File: src/design/fbr_pkg.sv
// fbr_pkg: shared constants and types for the forced Brusselator RK4 block.
// No dependencies; used by fbr_alu and the top level by scoped names.
`timescale 1ns / 1ps
package fbr_pkg;
    localparam int VW = 40;
    localparam int FB = 24;
    localparam int FW = 26;
    localparam int SW = 25;

    typedef logic signed [VW-1:0] val_t;

    localparam val_t VMAX = {1'b0, {(VW-1){1'b1}}};
    localparam val_t VMIN = {1'b1, {(VW-1){1'b0}}};
    localparam val_t ONE_C = val_t'(64'sd1 <<< FB);
    localparam val_t HALF_C = val_t'(64'sd1 <<< (FB-1));
    localparam val_t SIXTH_C = val_t'(((64'sd1 <<< FB) + 64'sd3) / 64'sd6);

    localparam logic [1:0] OP_ADD = 2'd0;
    localparam logic [1:0] OP_SUB = 2'd1;
    localparam logic [1:0] OP_MUL = 2'd2;

    localparam logic [2:0] REG_A = 3'd0;
    localparam logic [2:0] REG_B = 3'd1;
    localparam logic [2:0] REG_C = 3'd2;
    localparam logic [2:0] REG_D = 3'd3;
    localparam logic [2:0] REG_H = 3'd4;
    localparam logic [2:0] REG_S1 = 3'd5;
    localparam logic [2:0] REG_S2 = 3'd6;

    typedef struct packed {
        logic       go;
        logic [1:0] op;
    } alu_cmd_t;
endpackage

File: src/design/forced_brusselator_rk4_step.sv
// forced_brusselator_rk4_step: top level, sequencer, registers and state.
// Depends on fbr_pkg and fbr_alu.
`timescale 1ns / 1ps
// One word in carries a forcing sample and a restart flag; one word out carries
// the two concentrations after a full fourth-order Runge-Kutta step of the
// forced Brusselator. Every operation of the step (saturating add, subtract and
// multiply) runs in order through one shared arithmetic unit under a microcode
// sequencer: 71 operations per step, 36 additions and 35 products, each product
// passing through issue, four partial products, saturate and write back. s_ready is
// low while a step runs and while the result word waits on m_ready.
// Configuration writes are taken at any time but must only be issued idle.
module forced_brusselator_rk4_step (
    input  logic                        aclk,
    input  logic                        aresetn,
    input  logic                        s_valid,
    output logic                        s_ready,
    input  logic signed [25:0]          s_forcing,
    input  logic                        s_restart,
    output logic                        m_valid,
    input  logic                        m_ready,
    output logic signed [39:0]          m_first_conc,
    output logic signed [39:0]          m_second_conc,
    input  logic                        cfg_valid,
    output logic                        cfg_ready,
    input  logic [2:0]                  cfg_index,
    input  logic [39:0]                 cfg_data
);
    // register file slots for operands and temporaries
    localparam logic [4:0] R_ZERO = 5'd0,  R_ONE = 5'd1,  R_HALF = 5'd2,  R_SIX = 5'd3;
    localparam logic [4:0] R_A = 5'd4, R_B = 5'd5, R_C = 5'd6, R_D = 5'd7, R_H = 5'd8;
    localparam logic [4:0] R_OSC = 5'd9, R_X1 = 5'd10, R_X2 = 5'd11, R_PX = 5'd12;
    localparam logic [4:0] R_PY = 5'd13, R_FEED = 5'd14, R_BD = 5'd15, R_T = 5'd16;
    localparam logic [4:0] R_U = 5'd17, R_L = 5'd18, R_K = 5'd19, R_S1 = 5'd20;
    localparam logic [4:0] R_S2 = 5'd21, R_V = 5'd22;

    localparam logic [1:0] ST_IDLE = 2'd0, ST_ISSUE = 2'd1, ST_WAIT = 2'd2, ST_OUT = 2'd3;

    localparam int NOPS = 71;

    typedef struct packed {
        logic [1:0] op;
        logic [4:0] ra;
        logic [4:0] rb;
        logic [4:0] rd;
    } uop_t;

    function automatic uop_t mk(logic [1:0] op, logic [4:0] ra, logic [4:0] rb,
                                logic [4:0] rd);
        uop_t u;
        u.op = op; u.ra = ra; u.rb = rb; u.rd = rd;
        return u;
    endfunction

    // one derivative evaluation at (PX, PY) scaled by h into L and K
    function automatic uop_t deriv_op(logic [3:0] i);
        uop_t u;
        case (i)
            4'd0:    u = mk(fbr_pkg::OP_MUL, R_C,  R_PX, R_T);
            4'd1:    u = mk(fbr_pkg::OP_MUL, R_T,  R_PX, R_T);
            4'd2:    u = mk(fbr_pkg::OP_MUL, R_T,  R_PY, R_T);
            4'd3:    u = mk(fbr_pkg::OP_MUL, R_BD, R_PX, R_U);
            4'd4:    u = mk(fbr_pkg::OP_SUB, R_FEED, R_U, R_U);
            4'd5:    u = mk(fbr_pkg::OP_ADD, R_U,  R_T,  R_U);
            4'd6:    u = mk(fbr_pkg::OP_MUL, R_U,  R_H,  R_L);
            4'd7:    u = mk(fbr_pkg::OP_MUL, R_B,  R_PX, R_U);
            4'd8:    u = mk(fbr_pkg::OP_SUB, R_U,  R_T,  R_U);
            default: u = mk(fbr_pkg::OP_MUL, R_U,  R_H,  R_K);
        endcase
        return u;
    endfunction

    // full step microcode
    function automatic uop_t ucode(logic [6:0] pc);
        uop_t u;
        u = mk(fbr_pkg::OP_ADD, R_ZERO, R_ZERO, R_ZERO);
        if (pc < 7'd5) begin
            case (pc[2:0])
                3'd0:    u = mk(fbr_pkg::OP_ADD, R_ONE, R_OSC, R_FEED);
                3'd1:    u = mk(fbr_pkg::OP_MUL, R_A, R_FEED, R_FEED);
                3'd2:    u = mk(fbr_pkg::OP_ADD, R_B, R_D, R_BD);
                3'd3:    u = mk(fbr_pkg::OP_ADD, R_X1, R_ZERO, R_PX);
                default: u = mk(fbr_pkg::OP_ADD, R_X2, R_ZERO, R_PY);
            endcase
        end else if (pc < 7'd15) begin
            u = deriv_op(4'(pc - 7'd5));
        end else if (pc < 7'd21) begin
            case (pc)
                7'd15:   u = mk(fbr_pkg::OP_ADD, R_L, R_ZERO, R_S1);
                7'd16:   u = mk(fbr_pkg::OP_ADD, R_K, R_ZERO, R_S2);
                7'd17:   u = mk(fbr_pkg::OP_MUL, R_HALF, R_L, R_V);
                7'd18:   u = mk(fbr_pkg::OP_ADD, R_X1, R_V, R_PX);
                7'd19:   u = mk(fbr_pkg::OP_MUL, R_HALF, R_K, R_V);
                default: u = mk(fbr_pkg::OP_ADD, R_X2, R_V, R_PY);
            endcase
        end else if (pc < 7'd31) begin
            u = deriv_op(4'(pc - 7'd21));
        end else if (pc < 7'd39) begin
            case (pc)
                7'd31:   u = mk(fbr_pkg::OP_ADD, R_L, R_L, R_V);
                7'd32:   u = mk(fbr_pkg::OP_ADD, R_S1, R_V, R_S1);
                7'd33:   u = mk(fbr_pkg::OP_ADD, R_K, R_K, R_V);
                7'd34:   u = mk(fbr_pkg::OP_ADD, R_S2, R_V, R_S2);
                7'd35:   u = mk(fbr_pkg::OP_MUL, R_HALF, R_L, R_V);
                7'd36:   u = mk(fbr_pkg::OP_ADD, R_X1, R_V, R_PX);
                7'd37:   u = mk(fbr_pkg::OP_MUL, R_HALF, R_K, R_V);
                default: u = mk(fbr_pkg::OP_ADD, R_X2, R_V, R_PY);
            endcase
        end else if (pc < 7'd49) begin
            u = deriv_op(4'(pc - 7'd39));
        end else if (pc < 7'd55) begin
            case (pc)
                7'd49:   u = mk(fbr_pkg::OP_ADD, R_L, R_L, R_V);
                7'd50:   u = mk(fbr_pkg::OP_ADD, R_S1, R_V, R_S1);
                7'd51:   u = mk(fbr_pkg::OP_ADD, R_K, R_K, R_V);
                7'd52:   u = mk(fbr_pkg::OP_ADD, R_S2, R_V, R_S2);
                7'd53:   u = mk(fbr_pkg::OP_ADD, R_X1, R_L, R_PX);
                default: u = mk(fbr_pkg::OP_ADD, R_X2, R_K, R_PY);
            endcase
        end else if (pc < 7'd65) begin
            u = deriv_op(4'(pc - 7'd55));
        end else begin
            case (pc)
                7'd65:   u = mk(fbr_pkg::OP_ADD, R_S1, R_L, R_S1);
                7'd66:   u = mk(fbr_pkg::OP_ADD, R_S2, R_K, R_S2);
                7'd67:   u = mk(fbr_pkg::OP_MUL, R_SIX, R_S1, R_V);
                7'd68:   u = mk(fbr_pkg::OP_ADD, R_X1, R_V, R_X1);
                7'd69:   u = mk(fbr_pkg::OP_MUL, R_SIX, R_S2, R_V);
                default: u = mk(fbr_pkg::OP_ADD, R_X2, R_V, R_X2);
            endcase
        end
        return u;
    endfunction

    // registers of the configuration and of the working set
    fbr_pkg::val_t        a_reg, b_reg, c_reg, d_reg, st1_reg, st2_reg;
    logic [fbr_pkg::SW-1:0] h_reg;
    fbr_pkg::val_t        x1_reg, x2_reg, osc_reg;
    fbr_pkg::val_t        tmp_reg [R_PX:R_V];
    logic [1:0]           state_reg;
    logic [6:0]           pc_reg;

    uop_t                 uop;
    fbr_pkg::alu_cmd_t    cmd;
    fbr_pkg::val_t        opa, opb, res;
    logic                 done;

    // operand read: constants, registers or temporaries
    function automatic fbr_pkg::val_t rd_slot(logic [4:0] s,
        fbr_pkg::val_t a, fbr_pkg::val_t b, fbr_pkg::val_t c, fbr_pkg::val_t d,
        logic [fbr_pkg::SW-1:0] h, fbr_pkg::val_t o, fbr_pkg::val_t x1,
        fbr_pkg::val_t x2, fbr_pkg::val_t t);
        fbr_pkg::val_t v;
        case (s)
            R_ZERO:  v = '0;
            R_ONE:   v = fbr_pkg::ONE_C;
            R_HALF:  v = fbr_pkg::HALF_C;
            R_SIX:   v = fbr_pkg::SIXTH_C;
            R_A:     v = a;
            R_B:     v = b;
            R_C:     v = c;
            R_D:     v = d;
            R_H:     v = fbr_pkg::VW'(h);
            R_OSC:   v = o;
            R_X1:    v = x1;
            R_X2:    v = x2;
            default: v = t;
        endcase
        return v;
    endfunction

    always_comb begin
        uop = ucode(pc_reg);
        opa = rd_slot(uop.ra, a_reg, b_reg, c_reg, d_reg, h_reg, osc_reg,
                      x1_reg, x2_reg, (uop.ra >= R_PX) ? tmp_reg[uop.ra] : '0);
        opb = rd_slot(uop.rb, a_reg, b_reg, c_reg, d_reg, h_reg, osc_reg,
                      x1_reg, x2_reg, (uop.rb >= R_PX) ? tmp_reg[uop.rb] : '0);
        cmd.go = (state_reg == ST_ISSUE);
        cmd.op = uop.op;
    end

    fbr_alu u_alu (
        .aclk    (aclk),
        .aresetn (aresetn),
        .cmd     (cmd),
        .opa     (opa),
        .opb     (opb),
        .done    (done),
        .res     (res)
    );

    // configuration write: always ready; out-of-range index dropped
    always_ff @(posedge aclk) begin
        if (!aresetn) begin
            a_reg   <= fbr_pkg::VW'(64'sd50331648);
            b_reg   <= '0;
            c_reg   <= '0;
            d_reg   <= '0;
            h_reg   <= fbr_pkg::SW'(167772);
            st1_reg <= '0;
            st2_reg <= '0;
        end else if (cfg_valid) begin
            case (cfg_index)
                fbr_pkg::REG_A:  a_reg   <= cfg_data;
                fbr_pkg::REG_B:  b_reg   <= cfg_data;
                fbr_pkg::REG_C:  c_reg   <= cfg_data;
                fbr_pkg::REG_D:  d_reg   <= cfg_data;
                fbr_pkg::REG_H:  h_reg   <= cfg_data[fbr_pkg::SW-1:0];
                fbr_pkg::REG_S1: st1_reg <= cfg_data;
                fbr_pkg::REG_S2: st2_reg <= cfg_data;
                default: ;
            endcase
        end
    end
    assign cfg_ready = 1'b1;

    // sequencer: issue one micro-op, wait for the unit, write back, advance
    always_ff @(posedge aclk) begin
        if (!aresetn) begin
            state_reg <= ST_IDLE;
            pc_reg    <= '0;
            x1_reg    <= '0;
            x2_reg    <= '0;
        end else begin
            case (state_reg)
                ST_IDLE: begin
                    if (s_valid) begin
                        osc_reg <= fbr_pkg::VW'(s_forcing);
                        if (s_restart) begin
                            x1_reg <= st1_reg;
                            x2_reg <= st2_reg;
                        end
                        pc_reg    <= '0;
                        state_reg <= ST_ISSUE;
                    end
                end
                ST_ISSUE: state_reg <= ST_WAIT;
                ST_WAIT: begin
                    if (done) begin
                        if (uop.rd == R_X1) begin
                            x1_reg <= res;
                        end else if (uop.rd == R_X2) begin
                            x2_reg <= res;
                        end else if (uop.rd >= R_PX) begin
                            tmp_reg[uop.rd] <= res;
                        end
                        if (pc_reg == 7'(NOPS - 1)) begin
                            state_reg <= ST_OUT;
                        end else begin
                            pc_reg    <= pc_reg + 7'd1;
                            state_reg <= ST_ISSUE;
                        end
                    end
                end
                ST_OUT: begin
                    if (m_ready) begin
                        state_reg <= ST_IDLE;
                    end
                end
                default: state_reg <= ST_IDLE;
            endcase
        end
    end

    assign s_ready       = (state_reg == ST_IDLE);
    assign m_valid       = (state_reg == ST_OUT);
    assign m_first_conc  = x1_reg;
    assign m_second_conc = x2_reg;

    a_out_hold: assert property (@(posedge aclk) disable iff (!aresetn)
        (m_valid && !m_ready) |=> m_valid && $stable(x1_reg) && $stable(x2_reg))
        else $error("result word changed while stalled");
    a_no_overlap: assert property (@(posedge aclk) disable iff (!aresetn)
        !(s_ready && m_valid))
        else $error("input taken while a result waits");
    a_pc_range: assert property (@(posedge aclk) disable iff (!aresetn)
        pc_reg < 7'(NOPS))
        else $error("micro-op counter out of range");
    a_done_wait: assert property (@(posedge aclk) disable iff (!aresetn)
        done |-> state_reg == ST_WAIT)
        else $error("unit finished outside a wait");
endmodule

File: src/design/fbr_alu.sv
// fbr_alu: shared saturating add/subtract/multiply unit for fbr.
// Depends on fbr_pkg. Multiply runs as 20x20 partial products summed in turn.
`timescale 1ns / 1ps
module fbr_alu (
    input  logic                 aclk,
    input  logic                 aresetn,
    input  fbr_pkg::alu_cmd_t    cmd,
    input  fbr_pkg::val_t        opa,
    input  fbr_pkg::val_t        opb,
    output logic                 done,
    output fbr_pkg::val_t        res
);
    localparam int HW = fbr_pkg::VW / 2;
    localparam int LW = fbr_pkg::VW - HW;

    logic [fbr_pkg::VW-1:0]   ua_reg, ub_reg;
    logic                     neg_reg;
    logic [2*fbr_pkg::VW-1:0] acc_reg;
    logic [2:0]               cnt_reg;
    logic                     busy_reg;
    logic                     done_reg;
    fbr_pkg::val_t            res_reg;

    logic signed [fbr_pkg::VW:0] sum;
    logic [fbr_pkg::VW-1:0]      ua, ub;
    logic [LW-1:0]               pa, pb;
    logic [2*LW-1:0]             pp;
    logic [2*fbr_pkg::VW-1:0]    pp_sh;
    logic [2*fbr_pkg::VW-1:0]    q;
    fbr_pkg::val_t               mres;

    always_comb begin
        if (cmd.op == fbr_pkg::OP_SUB) begin
            sum = {opa[fbr_pkg::VW-1], opa} - {opb[fbr_pkg::VW-1], opb};
        end else begin
            sum = {opa[fbr_pkg::VW-1], opa} + {opb[fbr_pkg::VW-1], opb};
        end
        ua = opa[fbr_pkg::VW-1] ? fbr_pkg::VW'(-opa) : opa;
        ub = opb[fbr_pkg::VW-1] ? fbr_pkg::VW'(-opb) : opb;
    end

    // partial product select: cnt 0 ll, 1 lh, 2 hl, 3 hh
    always_comb begin
        pa = cnt_reg[1] ? LW'(ua_reg[fbr_pkg::VW-1:LW]) : ua_reg[LW-1:0];
        pb = cnt_reg[0] ? LW'(ub_reg[fbr_pkg::VW-1:LW]) : ub_reg[LW-1:0];
        pp = pa * pb;
        case (cnt_reg[1:0])
            2'd0:    pp_sh = (2*fbr_pkg::VW)'(pp);
            2'd3:    pp_sh = (2*fbr_pkg::VW)'(pp) << (2*LW);
            default: pp_sh = (2*fbr_pkg::VW)'(pp) << LW;
        endcase
        q = acc_reg >> fbr_pkg::FB;
        if (q > (2*fbr_pkg::VW)'(fbr_pkg::VMAX) + (neg_reg ? 1 : 0)) begin
            mres = neg_reg ? fbr_pkg::VMIN : fbr_pkg::VMAX;
        end else begin
            mres = neg_reg ? fbr_pkg::VW'(-q) : q[fbr_pkg::VW-1:0];
        end
    end

    always_ff @(posedge aclk) begin
        if (!aresetn) begin
            busy_reg <= 1'b0;
            done_reg <= 1'b0;
            cnt_reg  <= '0;
        end else begin
            done_reg <= 1'b0;
            if (cmd.go && cmd.op != fbr_pkg::OP_MUL) begin
                done_reg <= 1'b1;
                if (sum > $signed({fbr_pkg::VMAX[fbr_pkg::VW-1], fbr_pkg::VMAX})) begin
                    res_reg <= fbr_pkg::VMAX;
                end else if (sum < $signed({fbr_pkg::VMIN[fbr_pkg::VW-1], fbr_pkg::VMIN})) begin
                    res_reg <= fbr_pkg::VMIN;
                end else begin
                    res_reg <= sum[fbr_pkg::VW-1:0];
                end
            end else if (cmd.go) begin
                ua_reg   <= ua;
                ub_reg   <= ub;
                neg_reg  <= opa[fbr_pkg::VW-1] ^ opb[fbr_pkg::VW-1];
                acc_reg  <= '0;
                cnt_reg  <= '0;
                busy_reg <= 1'b1;
            end else if (busy_reg) begin
                if (cnt_reg == 3'd4) begin
                    busy_reg <= 1'b0;
                    done_reg <= 1'b1;
                    res_reg  <= mres;
                end else begin
                    acc_reg <= acc_reg + pp_sh;
                    cnt_reg <= cnt_reg + 3'd1;
                end
            end
        end
    end

    assign done = done_reg;
    assign res  = res_reg;

    a_done_pulse: assert property (@(posedge aclk) disable iff (!aresetn)
        done_reg |=> !done_reg || $past(cmd.go))
        else $error("alu done held without a new command");
    a_cnt_range: assert property (@(posedge aclk) disable iff (!aresetn)
        cnt_reg <= 3'd4)
        else $error("alu partial-product count out of range");
    a_busy_done: assert property (@(posedge aclk) disable iff (!aresetn)
        (busy_reg && cnt_reg == 3'd4 && !cmd.go) |=> done_reg)
        else $error("alu multiply finished without done");
endmodule

File: config.mk
export PLATFORM = sky130hd
export DESIGN_NAME = forced_brusselator_rk4_step
export DESIGN_NICKNAME = d
export VERILOG_FILES = /design/src/design/fbr_pkg.sv /design/src/design/forced_brusselator_rk4_step.sv /design/src/design/fbr_alu.sv
export SDC_FILE = /design/constraint.sdc
export NUM_CORES = 2
export LEC_CHECK = 0
export BUFFER_PORTS_ARGS = -buffer_cell sky130_fd_sc_hd__buf_4
export CORE_MARGIN = 3
export CORE_UTILIZATION = 45
export DETAILED_ROUTE_END_ITERATION = 8
export PLACE_DENSITY = 0.62
export SYNTH_ARGS = -nofsm -noshare
export SYNTH_HDL_FRONTEND = slang
export SYNTH_SLANG_ARGS = --single-unit
File: constraint.sdc
create_clock -name aclk -period 12.36 [get_ports aclk]
set_clock_uncertainty 0.15 [all_clocks]
set_input_delay 1.236 -clock aclk [delete_from_list [all_inputs] [get_ports aclk]]
set_output_delay 1.236 -clock aclk [all_outputs]
set_load 0.02 [all_outputs]
==> metrics.cfg <==
[layout]
layout.nets=9201
layout-area-overhead-vs-synth_pct=12.1
largest_reg_flops=440
drive_above_1_share_pct=11.6
final_area_mm2=0.0826

[cts]
cts-buffers-inserted=116
h-tree-depth=3
clock_tree_from_tritoncts=built
cts.root.buffer_cell=sky130_fd_sc_hd__clkbuf_16
clk_pin_slew_worst_paths_ns=0.06
cts_max_path_buffers=3
clk-insertion-delay-late_ns=0.81
holdBufCountCts=0
numClockSinks=1026

[yosys]
synthAdderAreaFrac_pct=14.2
synth.top_cells.by_count=sky130_fd_sc_hd__nand2_1, sky130_fd_sc_hd__a21oi_1, sky130_fd_sc_hd__edfxtp_1, sky130_fd_sc_hd__nor2_1, sky130_fd_sc_hd__inv_1
synth.ff_latch_count=1026
synthesis.nets=9048
synth_ff_type=sky130_fd_sc_hd__edfxtp_1
post_synth_top_area_cell=sky130_fd_sc_hd__edfxtp_1
synth-edff-count=667
post_synth_inst_count=8330
mean_cell_area_of_the_mapped_netlist_um2=8.85
synth_top_family_by_area=simple AND/OR/NAND/NOR gates
synthSimpleGateAreaFrac_pct=19.0
synth_top_area_share_pct=27.2
synthTopCellsByArea=sky130_fd_sc_hd__edfxtp_1, sky130_fd_sc_hd__dfxtp_1, sky130_fd_sc_hd__nand2_1
postSynth.asyncResetShare_pct=0
synth-compound-area-share_pct=17.5
ys_warn_count=0
portion_of_the_post_synthesis_area_used_by_sequential_elements_pct=36.9
yosysMostFrequentCell=sky130_fd_sc_hd__nand2_1
synth.mux.area_fraction_pct=3.24
synth_xor_area_share_pct=3.14
synth.lib_cells_used.distinct=122
mappedNetlistArea_mm2=0.0737

[power_and_ir_drop]
power.leakage_uw=0.0332
vdd_ir_drop_max_v=0.000429
power.density_mw_per_mm2=206

[worst_setup_path]
max_stage_delay_ns=0.60
crit_type=reg2reg
r2r_slack_ns=0.66
regToRegStartpoint=u_alu.cnt_reg[1]
critPathMaxFanout=18
cp_data_arrival_time_ns=12.19
end_kind=flip-flop
start_kind=flip-flop
crit_top_cell=sky130_fd_sc_hd__fa_1
rr_endpoint=u_alu.acc_reg[76]
ff2ff_path_depth=43
crit_slowest_cell=sky130_fd_sc_hd__fa_1
required_ns=12.85

[route]
finalWirelength_mm=289
antenna_violating_nets_post_route=0
drt_pass1_iterations=7
wire_per_inst_um=26.9
dr_total_vias=66400
drt-initial-drc-count=9236
detail_route.drc_violations=0
detail_route.vias_per_cell=6.18

[worst_hold_path]
hp-start=b_reg[0]
whs_path_depth=2
holdCritPathClass=reg2reg
whs_endpoint=b_reg[0]

[placed_design]
portBuffers=156
dp_hpwl_mm=206
pre_cts_setup_slack_ns=0.106
dpl_cell_area_mm2=0.0786
gp_congestion=1.00

[floorplan]
top_level_ports=158
core_area_mm2=0.162
dieArea_mm2=0.169
dieHeight_um=411
initial_utilization_pct=45.6
rows=147
die-width_um=411

[sta]
final-max-slew-violation-count=0
maxClockFrequency_mhz=85.5
timing.final.hold_violations=0
period_share_pct=94.7
finalWorstSetupSlack_ns=0.659
timing.max_slew.rel_slack_pct=13.7
tightestPinTransition_ns=1.29
final.setup.tns_ns=0
finalSetupViolations=0
post-route-min-period_ns=11.70

[run]
max_cap_violations=0

[status]
run_status=completed

[global_routing]
antenna_found_initial=8
grt_pass1_vias=62900
grt_max_degree=104
globalRoute.totalOverflow=0
grt_usage_pct=33.3
grt_pass1_wl_mm=422

[what timing repair did]
action / in CTS / in global routing
buffers inserted: 0 / 7
endpoints found under the hold margin: 0 / 0
resized for setup: 0 / 28
setup endpoints to repair: 0 / 21
[stage by stage]
step	util, %	total power, uW	hold slack (ns)	std cells
3_5_place_dp	48.6	13100	0.292	10500
4_1_cts	51.0	16700	0.301	10700
2_1_floorplan	-	10200	0.282	8330
6_report	51.1	17000	0.302	10700
3_3_place_gp	48.6	13100	0.289	10500
5_1_grt	51.1	17900	0.318	10700
[layer usage]
layer | up-vias | track usage [%] | wire length [um]
met1 | 32500 | 45.8 | 117000
li1 | 29500 | - | -
met4 | 6 | 15.4 | 15800
met2 | 3759 | 50.1 | 125000
met5 | - | 0 | 39
met3 | 672 | 7.26 | 31200
[power by group]
part           switching [uW]  total (uW)  leakage, uW  internal, uW
registers                86.1        4050      0.00894          3960
logic                    5760        9410       0.0224          3640
clock network            1570        3540      0.00188          1970
[cell usage in the layout (no fill, tap or decap), types with 134 or more instances in the layout]
cell type / netlist / layout
sky130_fd_sc_hd__edfxtp_1: 667 / 667
sky130_fd_sc_hd__fa_1: 322 / 322
sky130_fd_sc_hd__nand3_1: 272 / 269
sky130_fd_sc_hd__buf_4: 51 / 546
sky130_fd_sc_hd__ha_1: 321 / 321
sky130_fd_sc_hd__a21oi_1: 677 / 671
sky130_fd_sc_hd__nor2_1: 611 / 594
sky130_fd_sc_hd__dfxtp_1: 359 / 358
sky130_fd_sc_hd__xnor2_1: 179 / 177
sky130_fd_sc_hd__nand2_1: 1774 / 1773
sky130_fd_sc_hd__inv_1: 508 / 507
sky130_fd_sc_hd__mux2i_1: 139 / 134
sky130_fd_sc_hd__o21ai_0: 183 / 178
sky130_fd_sc_hd__o211ai_1: 161 / 161
[logic make-up after synthesis]
| family | count (synthesis) |
|---|---|
| simple gates | 3224 |
| flops | 1026 |
| xor+xnor | 262 |
| fa+ha+maj | 643 |
| other cells | 1 |
| mux | 220 |
| compound gates | 1916 |
| buf+inv | 1038 |
[critical path: cells and delay by family, from the launching register on]
family / cells / cell delay, ns
and+or+nand+nor: 9 / 1.72
adders and majority gates: 9 / 4.39
AOI/OAI and AO/OA: 17 / 3.85
buffers and inverters: 7 / 0.66
muxes: 1 / 0.31
DFF: 1 / 0.49
[final cells by class]
| type | instances | area (um^2) |
|---|---|---|
| fillers | 14900 | 79100 |
| multi-input cells | 6266 | 42500 |
| flip-flops and latches | 1026 | 27200 |
| repair buffers | 563 | 4400 |
| clock buffers | 156 | 3150 |
| well taps | 2160 | 2700 |
| inverters | 510 | 1920 |
| clock inverters | 61 | 702 |
| diodes | 3 | 7.51 |
[worst max-delay path by stage]
stage | slack [ns] | cells after the start | startpoint | to
3_3_place_gp | 0.19 | 46 | u_alu.cnt_reg[1] | u_alu.acc_reg[78]
2_1_floorplan | 0.06 | 43 | u_alu.cnt_reg[0] | u_alu.acc_reg[78]
6_report | 0.66 | 43 | u_alu.cnt_reg[1] | u_alu.acc_reg[76]
4_1_cts | 0.005 | 46 | u_alu.cnt_reg[1] | u_alu.acc_reg[78]
3_5_place_dp | 0.11 | 46 | u_alu.cnt_reg[1] | u_alu.acc_reg[78]
5_1_grt | -0.02 | 43 | u_alu.cnt_reg[1] | u_alu.acc_reg[78]
Note: power is estimated with default switching activity, not from simulation.
